**src/rtl/core/nacp_pkg.sv**
```systemverilog
`timescale 1ns / 1ps

package nacp_pkg;

  localparam int HDR_BYTES  = 24;
  localparam int UNIT_BYTES = 8;
  localparam int OFF_W      = 11;
  localparam int MAC_W      = 48;
  localparam int ADDR_W     = 64;
  localparam int CFG_IDX_W  = 2;

  localparam logic [7:0] NA_TYPE   = 8'd136;
  localparam logic [7:0] NA_CODE   = 8'd0;
  localparam logic [7:0] TLLA_KIND = 8'd2;

  localparam logic [1:0] VERDICT_NOT_ADVERT = 2'd0;
  localparam logic [1:0] VERDICT_NO_OPTION  = 2'd1;
  localparam logic [1:0] VERDICT_OWN_MAC    = 2'd2;
  localparam logic [1:0] VERDICT_CONFLICT   = 2'd3;

  localparam logic [CFG_IDX_W-1:0] REG_TARGET_HIGH = 2'd0;
  localparam logic [CFG_IDX_W-1:0] REG_TARGET_LOW  = 2'd1;
  localparam logic [CFG_IDX_W-1:0] REG_LOCAL_MAC   = 2'd2;

  typedef struct packed {
    logic [7:0] data_byte;
    logic       last_byte;
  } in_item_t;

  typedef struct packed {
    logic [1:0]       verdict;
    logic [MAC_W-1:0] peer_mac;
    logic             conflict_seen;
  } out_item_t;

  typedef struct packed {
    logic [CFG_IDX_W-1:0] reg_index;
    logic [ADDR_W-1:0]    wr_data;
  } cfg_item_t;

  typedef struct packed {
    logic [ADDR_W-1:0] target_addr_high;
    logic [ADDR_W-1:0] target_addr_low;
    logic [MAC_W-1:0]  local_mac;
  } cfg_regs_t;

endpackage

```
**src/rtl/core/nacp_stream_if.sv**
```systemverilog
`timescale 1ns / 1ps

interface nacp_stream_if #(
  parameter type payload_t = logic
);
  logic     valid;
  logic     ready;
  payload_t payload;

  modport source (output valid, output payload, input ready);
  modport sink (input valid, input payload, output ready);
endinterface

```
**src/rtl/core/nacp_cfg_regs.sv**
```systemverilog
`timescale 1ns / 1ps

module nacp_cfg_regs (
  input  logic                        clk,
  input  logic                        rst_n,
  input  logic                        wr_en,
  input  logic [nacp_pkg::CFG_IDX_W-1:0] wr_index,
  input  logic [nacp_pkg::ADDR_W-1:0] wr_data,
  output nacp_pkg::cfg_regs_t         cfg
);
  import nacp_pkg::*;

  cfg_regs_t cfg_r;
  cfg_regs_t cfg_nxt;

  always_comb begin
    cfg_nxt = cfg_r;
    if (wr_en) begin
      unique case (wr_index)
        REG_TARGET_HIGH: cfg_nxt.target_addr_high = wr_data;
        REG_TARGET_LOW:  cfg_nxt.target_addr_low  = wr_data;
        REG_LOCAL_MAC:   cfg_nxt.local_mac        = wr_data[MAC_W-1:0];
        default:         cfg_nxt = cfg_r;
      endcase
    end
  end

  always_ff @(posedge clk) begin
    if (!rst_n) begin
      cfg_r <= '0;
    end else begin
      cfg_r <= cfg_nxt;
    end
  end

  assign cfg = cfg_r;

endmodule

```
**src/rtl/core/nacp_parser.sv**
```systemverilog
`timescale 1ns / 1ps

module nacp_parser #(
  parameter int MAX_PACKET_BYTES = 2048
) (
  input  logic                clk,
  input  logic                rst_n,
  input  logic                step_en,
  input  nacp_pkg::in_item_t  item,
  input  nacp_pkg::cfg_regs_t cfg,
  output nacp_pkg::out_item_t result
);
  import nacp_pkg::*;

  localparam int PW = $clog2(MAX_PACKET_BYTES + 1);
  localparam int OW = $clog2(MAX_PACKET_BYTES + UNIT_BYTES * 255 + 1);

  logic [PW-1:0]    pos_r, pos_nxt;
  logic             hdr_ok_r, hdr_ok_nxt;
  logic [OW-1:0]    opt_start_r, opt_start_nxt;
  logic [7:0]       kind_r, kind_nxt;
  logic [7:0]       units_r, units_nxt;
  logic [MAC_W-1:0] mac_r, mac_nxt;
  logic             stop_r, stop_nxt;
  logic [1:0]       verdict_r, verdict_nxt;
  logic             sticky_r, sticky_nxt;

  logic             in_range;
  logic             in_hdr;
  logic             opt_active;
  logic [OW-1:0]    off_full;
  logic [OFF_W-1:0] off;
  logic [OFF_W-1:0] end_off;
  logic [3:0]       addr_idx;
  logic [2*ADDR_W-1:0] addr128;
  logic             hdr_check;
  logic [7:0]       hdr_expect;
  logic             short_pkt;

  assign in_range   = pos_r < PW'(MAX_PACKET_BYTES);
  assign in_hdr     = pos_r < PW'(HDR_BYTES);
  assign opt_active = hdr_ok_r && !stop_r && (OW'(pos_r) >= opt_start_r);
  assign off_full   = OW'(pos_r) - opt_start_r;
  assign off        = off_full[OFF_W-1:0];
  assign end_off    = {units_r, 3'b000} - OFF_W'(1);
  assign addr128    = {cfg.target_addr_high, cfg.target_addr_low};
  assign addr_idx   = 4'(5'(HDR_BYTES - 1) - pos_r[4:0]);

  always_comb begin
    hdr_check  = 1'b1;
    hdr_expect = addr128[{addr_idx, 3'b000} +: 8];
    if (pos_r == PW'(0)) begin
      hdr_expect = NA_TYPE;
    end else if (pos_r == PW'(1)) begin
      hdr_expect = NA_CODE;
    end else if (pos_r < PW'(8)) begin
      hdr_check = 1'b0;
    end
  end

  always_comb begin
    pos_nxt       = pos_r;
    hdr_ok_nxt    = hdr_ok_r;
    opt_start_nxt = opt_start_r;
    kind_nxt      = kind_r;
    units_nxt     = units_r;
    mac_nxt       = mac_r;
    stop_nxt      = stop_r;
    verdict_nxt   = verdict_r;
    sticky_nxt    = sticky_r;
    if (in_range) begin
      pos_nxt = pos_r + PW'(1);
      if (in_hdr) begin
        if (hdr_check && item.data_byte != hdr_expect) begin
          hdr_ok_nxt = 1'b0;
        end
      end else if (opt_active) begin
        if (off == OFF_W'(0)) begin
          kind_nxt = item.data_byte;
        end else if (off == OFF_W'(1)) begin
          units_nxt = item.data_byte;
          if (item.data_byte == 8'd0) begin
            stop_nxt = 1'b1;
          end
        end else begin
          if (off < OFF_W'(UNIT_BYTES) && kind_r == TLLA_KIND) begin
            mac_nxt = {mac_r[MAC_W-9:0], item.data_byte};
          end
          if (off == end_off) begin
            if (kind_r == TLLA_KIND) begin
              if (units_r == 8'd1 && mac_nxt == cfg.local_mac) begin
                verdict_nxt = VERDICT_OWN_MAC;
              end else begin
                verdict_nxt = VERDICT_CONFLICT;
                sticky_nxt  = 1'b1;
              end
              stop_nxt = 1'b1;
            end else begin
              opt_start_nxt = opt_start_r + OW'({units_r, 3'b000});
              if (opt_start_nxt >= OW'(MAX_PACKET_BYTES)) begin
                stop_nxt = 1'b1;
              end
              mac_nxt = '0;
            end
          end
        end
      end
    end
  end

  assign short_pkt = pos_r < PW'(HDR_BYTES - 1);

  always_comb begin
    result.peer_mac      = '0;
    result.conflict_seen = sticky_nxt;
    if (!hdr_ok_nxt || short_pkt) begin
      result.verdict = VERDICT_NOT_ADVERT;
    end else if (verdict_nxt == VERDICT_OWN_MAC || verdict_nxt == VERDICT_CONFLICT) begin
      result.verdict  = verdict_nxt;
      result.peer_mac = mac_nxt;
    end else begin
      result.verdict = VERDICT_NO_OPTION;
    end
  end

  always_ff @(posedge clk) begin
    if (!rst_n) begin
      pos_r       <= '0;
      hdr_ok_r    <= 1'b1;
      opt_start_r <= OW'(HDR_BYTES);
      kind_r      <= '0;
      units_r     <= '0;
      mac_r       <= '0;
      stop_r      <= 1'b0;
      verdict_r   <= VERDICT_NOT_ADVERT;
      sticky_r    <= 1'b0;
    end else if (step_en) begin
      sticky_r <= sticky_nxt;
      if (item.last_byte) begin
        pos_r       <= '0;
        hdr_ok_r    <= 1'b1;
        opt_start_r <= OW'(HDR_BYTES);
        kind_r      <= '0;
        units_r     <= '0;
        mac_r       <= '0;
        stop_r      <= 1'b0;
        verdict_r   <= VERDICT_NOT_ADVERT;
      end else begin
        pos_r       <= pos_nxt;
        hdr_ok_r    <= hdr_ok_nxt;
        opt_start_r <= opt_start_nxt;
        kind_r      <= kind_nxt;
        units_r     <= units_nxt;
        mac_r       <= mac_nxt;
        stop_r      <= stop_nxt;
        verdict_r   <= verdict_nxt;
      end
    end
  end

endmodule

```
**src/rtl/core/neighbor_advert_conflict_parser.sv**
```systemverilog
`timescale 1ns / 1ps
// A last byte is loaded into the input register when it transfers in; when the parser steps
// on it, the parser outcome moves into the result register, from which the result is offered.
// Throughput: one byte per cycle; a last byte waits in the input register only while the
// previous result is still held by the receiver, and that stalls the input.
// Reset returns the parser to the start of a message and clears the sticky conflict flag,
// the configuration registers and both valid flags.

module neighbor_advert_conflict_parser #(
  parameter int MAX_PACKET_BYTES = 2048
) (
  input  logic          clk,
  input  logic          rst_n,
  nacp_stream_if.sink   in_ch,
  nacp_stream_if.source out_ch,
  nacp_stream_if.sink   cfg_ch
);
  import nacp_pkg::*;

  logic      s1_valid_r;
  in_item_t  s1_item_r;
  logic      out_valid_r;
  out_item_t out_item_r;
  logic      out_free;
  logic      step_en;
  logic      in_ready;
  cfg_regs_t cfg;
  cfg_item_t cfg_item;
  in_item_t  in_item;
  out_item_t result;

  assign cfg_item     = cfg_ch.payload;
  assign cfg_ch.ready = 1'b1;
  assign in_item      = in_ch.payload;

  nacp_cfg_regs u_cfg_regs (
    .clk      (clk),
    .rst_n    (rst_n),
    .wr_en    (cfg_ch.valid),
    .wr_index (cfg_item.reg_index),
    .wr_data  (cfg_item.wr_data),
    .cfg      (cfg)
  );

  assign out_free = !out_valid_r || out_ch.ready;
  assign step_en  = s1_valid_r && (!s1_item_r.last_byte || out_free);
  assign in_ready = !s1_valid_r || step_en;
  assign in_ch.ready = in_ready;

  always_ff @(posedge clk) begin
    if (!rst_n) begin
      s1_valid_r <= 1'b0;
    end else if (in_ch.valid && in_ready) begin
      s1_valid_r <= 1'b1;
    end else if (step_en) begin
      s1_valid_r <= 1'b0;
    end
  end

  always_ff @(posedge clk) begin
    if (in_ch.valid && in_ready) begin
      s1_item_r <= in_item;
    end
  end

  nacp_parser #(
    .MAX_PACKET_BYTES (MAX_PACKET_BYTES)
  ) u_parser (
    .clk     (clk),
    .rst_n   (rst_n),
    .step_en (step_en),
    .item    (s1_item_r),
    .cfg     (cfg),
    .result  (result)
  );

  always_ff @(posedge clk) begin
    if (!rst_n) begin
      out_valid_r <= 1'b0;
    end else if (step_en && s1_item_r.last_byte) begin
      out_valid_r <= 1'b1;
    end else if (out_ch.ready) begin
      out_valid_r <= 1'b0;
    end
  end

  always_ff @(posedge clk) begin
    if (step_en && s1_item_r.last_byte) begin
      out_item_r <= result;
    end
  end

  assign out_ch.valid   = out_valid_r;
  assign out_ch.payload = out_item_r;

  a_ready_low_only_when_held: assert property (@(posedge clk) disable iff (!rst_n)
    !in_ready |-> (s1_valid_r && s1_item_r.last_byte && out_valid_r && !out_ch.ready))
    else $error("input stalled without a blocked result");

  a_result_from_last_byte: assert property (@(posedge clk) disable iff (!rst_n)
    $rose(out_valid_r) |-> $past(s1_valid_r && s1_item_r.last_byte))
    else $error("result raised without a last byte");

  a_no_mac_without_option: assert property (@(posedge clk) disable iff (!rst_n)
    (out_valid_r && (out_item_r.verdict == VERDICT_NOT_ADVERT ||
                     out_item_r.verdict == VERDICT_NO_OPTION)) |-> (out_item_r.peer_mac == '0))
    else $error("peer MAC reported without a target option");

  a_conflict_is_sticky: assert property (@(posedge clk) disable iff (!rst_n)
    (out_valid_r && out_item_r.verdict == VERDICT_CONFLICT) |-> out_item_r.conflict_seen)
    else $error("conflict verdict without sticky flag");

endmodule
```
**src/flat_wrapper.sv**
```systemverilog
// flat-port wrapper written by rule: the top's interface ports become plain ports
module neighbor_advert_conflict_parser_flat import nacp_pkg::*;
#(
  parameter int MAX_PACKET_BYTES = 2048
)
  (clk, rst_n, in_ch_valid, in_ch_payload, in_ch_ready, out_ch_valid, out_ch_payload, out_ch_ready, cfg_ch_valid, cfg_ch_payload, cfg_ch_ready);
  nacp_stream_if in_ch_i ();
  nacp_stream_if out_ch_i ();
  nacp_stream_if cfg_ch_i ();
  input  logic clk;
  input  logic rst_n;
  input wire logic [$bits(in_ch_i.valid)-1:0] in_ch_valid;
  input wire logic [$bits(in_ch_i.payload)-1:0] in_ch_payload;
  output wire logic [$bits(in_ch_i.ready)-1:0] in_ch_ready;
  output wire logic [$bits(out_ch_i.valid)-1:0] out_ch_valid;
  output wire logic [$bits(out_ch_i.payload)-1:0] out_ch_payload;
  input wire logic [$bits(out_ch_i.ready)-1:0] out_ch_ready;
  input wire logic [$bits(cfg_ch_i.valid)-1:0] cfg_ch_valid;
  input wire logic [$bits(cfg_ch_i.payload)-1:0] cfg_ch_payload;
  output wire logic [$bits(cfg_ch_i.ready)-1:0] cfg_ch_ready;
  assign in_ch_i.valid = in_ch_valid;
  assign in_ch_i.payload = in_ch_payload;
  assign in_ch_ready = in_ch_i.ready;
  assign out_ch_valid = out_ch_i.valid;
  assign out_ch_payload = out_ch_i.payload;
  assign out_ch_i.ready = out_ch_ready;
  assign cfg_ch_i.valid = cfg_ch_valid;
  assign cfg_ch_i.payload = cfg_ch_payload;
  assign cfg_ch_ready = cfg_ch_i.ready;
  neighbor_advert_conflict_parser #(.MAX_PACKET_BYTES(MAX_PACKET_BYTES)) u_core (.clk(clk), .rst_n(rst_n), .in_ch(in_ch_i), .out_ch(out_ch_i), .cfg_ch(cfg_ch_i));
endmodule
```
**config.mk**
```make
export PLATFORM = sky130hd
export DESIGN_NAME = neighbor_advert_conflict_parser_flat
export DESIGN_NICKNAME = d
export VERILOG_FILES = /design/src/rtl/core/nacp_pkg.sv /design/src/rtl/core/nacp_stream_if.sv /design/src/rtl/core/nacp_cfg_regs.sv /design/src/rtl/core/nacp_parser.sv /design/src/rtl/core/neighbor_advert_conflict_parser.sv /design/src/flat_wrapper.sv
export SDC_FILE = /design/constraint.sdc
export NUM_CORES = 1
export LEC_CHECK = 0
export BUFFER_PORTS_ARGS = -buffer_cell sky130_fd_sc_hd__buf_2
export CAP_MARGIN = 20
export CORE_AREA = 4 4 41 43
export DETAILED_ROUTE_END_ITERATION = 10
export DIE_AREA = 0 0 45 47
export PLACE_DENSITY = 0.33
export SETUP_SLACK_MARGIN = 0.2
export SLEW_MARGIN = 10
export SYNTH_ARGS = -nofsm -noshare
export SYNTH_HDL_FRONTEND = slang
export SYNTH_SLANG_ARGS = --single-unit
```
**constraint.sdc**
```tcl
create_clock -name clk -period 1 [get_ports clk]
set_clock_uncertainty 0.15 [all_clocks]
set_input_delay 0.25 -clock clk [delete_from_list [all_inputs] [get_ports clk]]
set_output_delay 0.25 -clock clk [all_outputs]
set_load 0.03 [all_outputs]
```
# Word-level counts from Yosys, hierarchy flattened
# Index checks and enable logic that the tools add are counted.
# op_classes
add_sub_neg,5
order_cmp,6
n_eq_ne,9
shift,1
mux,65
n_reduce_logical,37
# op_table
op,count
$mux 48,14
$shiftx 128x8->8,1
$mux 12,10
$mux 8,13
$logic_not 48->1,1
$mux 1,28
$reduce_bool 2->1,9
$add 12x1->12 const B,1
$add 12x11->12,1
$eq 12x1->1 const B,1
$ge 12x12->1,1
$ge 12x12->1 const B,1
$logic_not 12->1,1
$lt 12x12->1 const B,1
$lt 12x4->1 const B,1
$lt 12x5->1 const B,1
$reduce_and 6->1,2
$eq 11x1->1 const B,1
$eq 11x11->1,1
$logic_not 11->1,1
$lt 11x4->1 const B,1
$sub 11x1->11 const B,1
$sub 11x11->11,1
$eq 8x1->1 const B,1
14 further kinds,29
# word_totals
register_bits,96
inputBits,7
out_inout_bits,4
elab_cells,136

# Logic depth before layout (Yosys ltp)
# logic_depth
word_depth,19
mapped_depth,2
mapped_depth_nobuf,2

# Modules after synthesis
# Synthesis repeated with hierarchy kept, for this count alone.
# unflattened
hier_cells,1757
hier_area_um2,15298.4
# by_module_without_submodules
module,n_inst,cells_per_inst,area_each_um2,seq_area_each_um2
nacp_parser,1,1099,8453.1,1801.7
nacp_cfg_regs,1,641,6652.6,3523.4
neighbor_advert_conflict_parser,1,17,192.7,100.1

# Least setup slack after synthesis
# OpenSTA, ideal clock, no wires.
# synth_timing
kind,reg2reg
start,register u_core.out_valid_r (netlist: u_core.out_ch.valid)
end,register u_core.s1_item_r[0] (netlist name) (enable)
setup_ns,0.242
t_arrival_ns,0.992
required_time_ns,0.608
setup_slack_ns,-0.384
path_stages_with_launch,3
n_path_buf,0
synth_period_minus_slack_ns,1.384
path_cell_list,dfxtp_1 -> nand4b_4 -> and2_1
# synth_between
elab_chain_cells,6
# synth_rtl
item,line_no,source
start: declaration,neighbor_advert_conflict_parser.sv:22,logic out_valid_r;
start signal: assignment,neighbor_advert_conflict_parser.sv:79,out_valid_r <= 1'b0;
start signal: assignment,neighbor_advert_conflict_parser.sv:81,out_valid_r <= 1'b1;
start signal: assignment,neighbor_advert_conflict_parser.sv:83,out_valid_r <= 1'b0;
$logic_not 1->1,neighbor_advert_conflict_parser.sv:45,assign out_free = !out_valid_r || out_ch.ready;
$logic_or 1x1->1,neighbor_advert_conflict_parser.sv:45,
$logic_or 1x1->1,neighbor_advert_conflict_parser.sv:46,assign step_en = s1_valid_r && (!s1_item_r.last_byte || out_free);
$logic_and 1x1->1,neighbor_advert_conflict_parser.sv:46,
$logic_or 1x1->1,neighbor_advert_conflict_parser.sv:47,assign in_ready = !s1_valid_r || step_en;
via in_ch_ready,flat_wrapper.sv:14,output wire logic [$bits(in_ch_i.ready)-1:0] in_ch_ready;
$logic_and 1x1->1,neighbor_advert_conflict_parser.sv:61,if (in_ch.valid && in_ready) begin
end signal: assignment,neighbor_advert_conflict_parser.sv:62,s1_item_r <= in_item;
end: declaration,neighbor_advert_conflict_parser.sv:21,in_item_t s1_item_r;
# The timed path passes the listed nets, and every way through them passes these cells.
# A chain may end at the register's enable or synchronous reset.

# Worst setup path after layout
# layout_timing
start,register u_core.s1_item_r[0] (netlist name)
end,output in_ch_ready
# layout_between
elab_chain_cells,4
# layout_rtl
item,line_no
$logic_not 1->1,neighbor_advert_conflict_parser.sv:46
$logic_or 1x1->1,neighbor_advert_conflict_parser.sv:46
$logic_and 1x1->1,neighbor_advert_conflict_parser.sv:46
$logic_or 1x1->1,neighbor_advert_conflict_parser.sv:47
end: declaration,flat_wrapper.sv:14
# No other way between the ends.

==> impl_metrics.env <==
export IMPL_powerDensity_nw_per_um2=1560
export IMPL_grt_max_degree=4
export IMPL_finalHoldViolCount=0
export IMPL_synth_ff_type="dfxtp_1"
export IMPL_highest_layer="met3"
export IMPL_crit_fanout=2
export IMPL_crit_path_end_kind="output port"
export IMPL_fp_dieW_um=45
export IMPL_clock_power_share_pct=54.8
export IMPL_overflow=0
export IMPL_yosysWarnings=0
export IMPL_grt_pass1_vias=128
export IMPL_wl_um=384
export IMPL_maxCapViolations=0
export IMPL_sequentialPowerShare_pct=34.9
export IMPL_switching_share_pct=24.5
export IMPL_cp_data_arrival_time_ns=0.94
export IMPL_cts_tree="yes"
export IMPL_synth_edf_count=1
export IMPL_synth_top_family_by_area="simple AND/OR/NAND/NOR gates"
export IMPL_synth_mux_area_share_pct=0
export IMPL_drtIter0Drc=5
export IMPL_portBuffers=6
export IMPL_synthAdderAreaFrac_pct=0
export IMPL_comb_power_share_pct=10.3
export IMPL_num_vias=124
export IMPL_clk_pin_slew_ns=0.04
export IMPL_r2r_start="u_core.s1_item_r[0]"
export IMPL_ys_types=11
export IMPL_avgRoutedWirePerCell_um=9.60
export IMPL_routed_wl_met3_um=54
export IMPL_leakage_nw=0.139
export IMPL_drcViolationCount=0
export IMPL_cts_buffers=3
export IMPL_reg2reg_depth=4
export IMPL_gp_congestion=0.617
export IMPL_crit_type="reg2out"
export IMPL_internal_power_w=0.000302
export IMPL_antenna_found_initial=0
export IMPL_die_area_um2=2120
export IMPL_dp_cells=33
export IMPL_drive_gt1_share_pct=60.0
export IMPL_cts_sinks=3
export IMPL_synth_compound_area_share_pct=9.92
export IMPL_status="finished with violations"
export IMPL_syn_area_per_cell_um2=10.8
export IMPL_grt_pass1_wl_um=565
export IMPL_rrSetupSlack_ns=-0.31
export IMPL_r2r_end="u_core.s1_item_r[0]"
export IMPL_layout_area_overhead_vs_synth_pct=69.4
export IMPL_period_minus_slack_ns=1.34
export IMPL_rows=13
export IMPL_via_per_inst=3.10
export IMPL_boundaryPins=11
export IMPL_hold_path_startpoint="in_ch_payload"
export IMPL_required_ns=0.60
export IMPL_synth_seq_area_share_pct=46.3
export IMPL_hold_depth=1
export IMPL_final_max_slew_viol_count=0
export IMPL_worst_slack_ns=-0.343
export IMPL_synth_area_leaders="dfxtp_1 26%, edfxtp_1 20%, nand4b_4 16%"
export IMPL_clockBufferDepth=2
export IMPL_violations="negative setup slack"
export IMPL_met1_length_um=174
export IMPL_max_freq_mhz=745
export IMPL_n_antenna_cell=0
export IMPL_p_sw_w=0.0000977
export IMPL_dr_pass1_iters=3
export IMPL_synth_top_area_share_pct=26.4
export IMPL_fp_coreArea_um2=1300
export IMPL_clock_latency_ns=0.24
export IMPL_synthCells=14
export IMPL_cts_root_buf="clkbuf_4"
export IMPL_final_nets=33
export IMPL_wl_met2_um=155
export IMPL_peakVddDrop_mv=0.445
export IMPL_worstHoldEndpoint="u_core.s1_item_r[0]"
export IMPL_worst_setup_path_start_kind="flip-flop"
export IMPL_yosys_top_cells_count="2 x buf_4, 2 x conb_1, 2 x dfxtp_1"
export IMPL_min_period_over_period_pct=134
export IMPL_grtUsageTotal_pct=4.82
export IMPL_ant_nets=0
export IMPL_syn_area_um2=151
export IMPL_synthSimpleGateAreaFrac_pct=26.4
export IMPL_hold_class="in2reg"
export IMPL_syn_nets=21
export IMPL_async_flop_share_pct=0
export IMPL_rsz0062_at_grt="yes"
export IMPL_setup_violations_final=4
export IMPL_synth_area_leader_cell="dfxtp_1"
export IMPL_pre_cts_slack_ns=-0.147
export IMPL_synthXorXnorAreaFrac_pct=0
export IMPL_ys_ff_latch=3
export IMPL_die_height_um=47
export IMPL_final_cell_count_no_fill=40
export IMPL_h_tree_depth=1
export IMPL_start_util_pct=11.6
area by class of cell:
type                       count  area, µm²
tap                           15       18.8
fill                         161       1040
timing repair buffer           9       68.8
inverter                       1       3.75
sequential                     3       73.8
multi-input combinational      8       65.1
clock buffer                   4       26.3
state kept, by name (all words and copies together) (netlist names):
| register | flops |
|---|---|
| u_core.out_ch.valid | 1 |
| u_core.s1_item_r | 1 |
| u_core.s1_valid_r | 1 |
placed cells by master, fill, tap and decap left out:
master	count
buf_2	4
clkbuf_4	3
buf_6	3
a21boi_1	2
conb_1	2
buf_4	2
nand4b_4	1
and2_4	1
nand2_1	1
nand2b_1	1
inv_1	1
clkbuf_1	1
dfxtp_4	1
edfxtp_1	1
dfxtp_1	1
through the flow:
| step | total power, W | hold slack, ns | TNS, ns | area (µm²) | util, % |
|---|---|---|---|---|---|
| floorplan | 0.000169 | 0.199 | -0.180 | 158 | - |
| global placement | 0.000175 | 0.282 | -0.280 | 191 | 14.7 |
| detailed placement | 0.000175 | 0.278 | -0.271 | 191 | 14.7 |
| CTS | 0.000405 | 0.0377 | -0.703 | 238 | 18.3 |
| finish | 0.000399 | 0.0496 | -0.892 | 256 | 19.7 |
| global route | 0.000426 | 0.0366 | -1.04 | 256 | 19.7 |
worst max path at each step:
stage	to	from
CTS	in_ch_ready	u_core.s1_item_r[0]
detailed placement	in_ch_ready	u_core.s1_item_r[0]
global route	in_ch_ready	u_core.s1_item_r[0]
global placement	in_ch_ready	u_core.s1_item_r[0]
finish	in_ch_ready	u_core.s1_item_r[0]
floorplan	u_core.s1_item_r[0]	u_core.s1_item_r[0]
power by group through the flow:
stage	Combinational [W]	Clock (W)	Sequential (W)
2_1_floorplan	0.0000267	0	0.000142
3_3_place_gp	0.0000348	0	0.000140
3_5_place_dp	0.0000352	0	0.000140
4_1_cts	0.0000375	0.000229	0.000139
5_1_grt	0.0000449	0.000241	0.000140
6_report	0.0000411	0.000219	0.000139
cell families after synthesis:
kind of cell,Yosys count
simple gates,4
other cells,2
buf+inv,3
flops,3
compound gates,2
routing by layer:
| layer | vias to the layer above | global-route usage (%) |
|---|---|---|
| li1 | 61 | - |
| met1 | 55 | 5.01 |
| met2 | 8 | 4.24 |
| met3 | 0 | 6.90 |
| met4 | 0 | 3.51 |
| met5 | - | 0 |
critical path: stages (launching register included):
cell      delay (ns)
edfxtp_1        0.44
nand4b_4        0.13
buf_6           0.14
repair_timing:
action | CTS | global route
pin swaps | 1 | 0
hold buffers | 0 | 0
cloned | 0 | 0
buffers inserted | 1 | 2
resized for setup | 4 | 1
endpoints found under the setup margin | 5 | 5
Power figures use the tool's default switching activity.
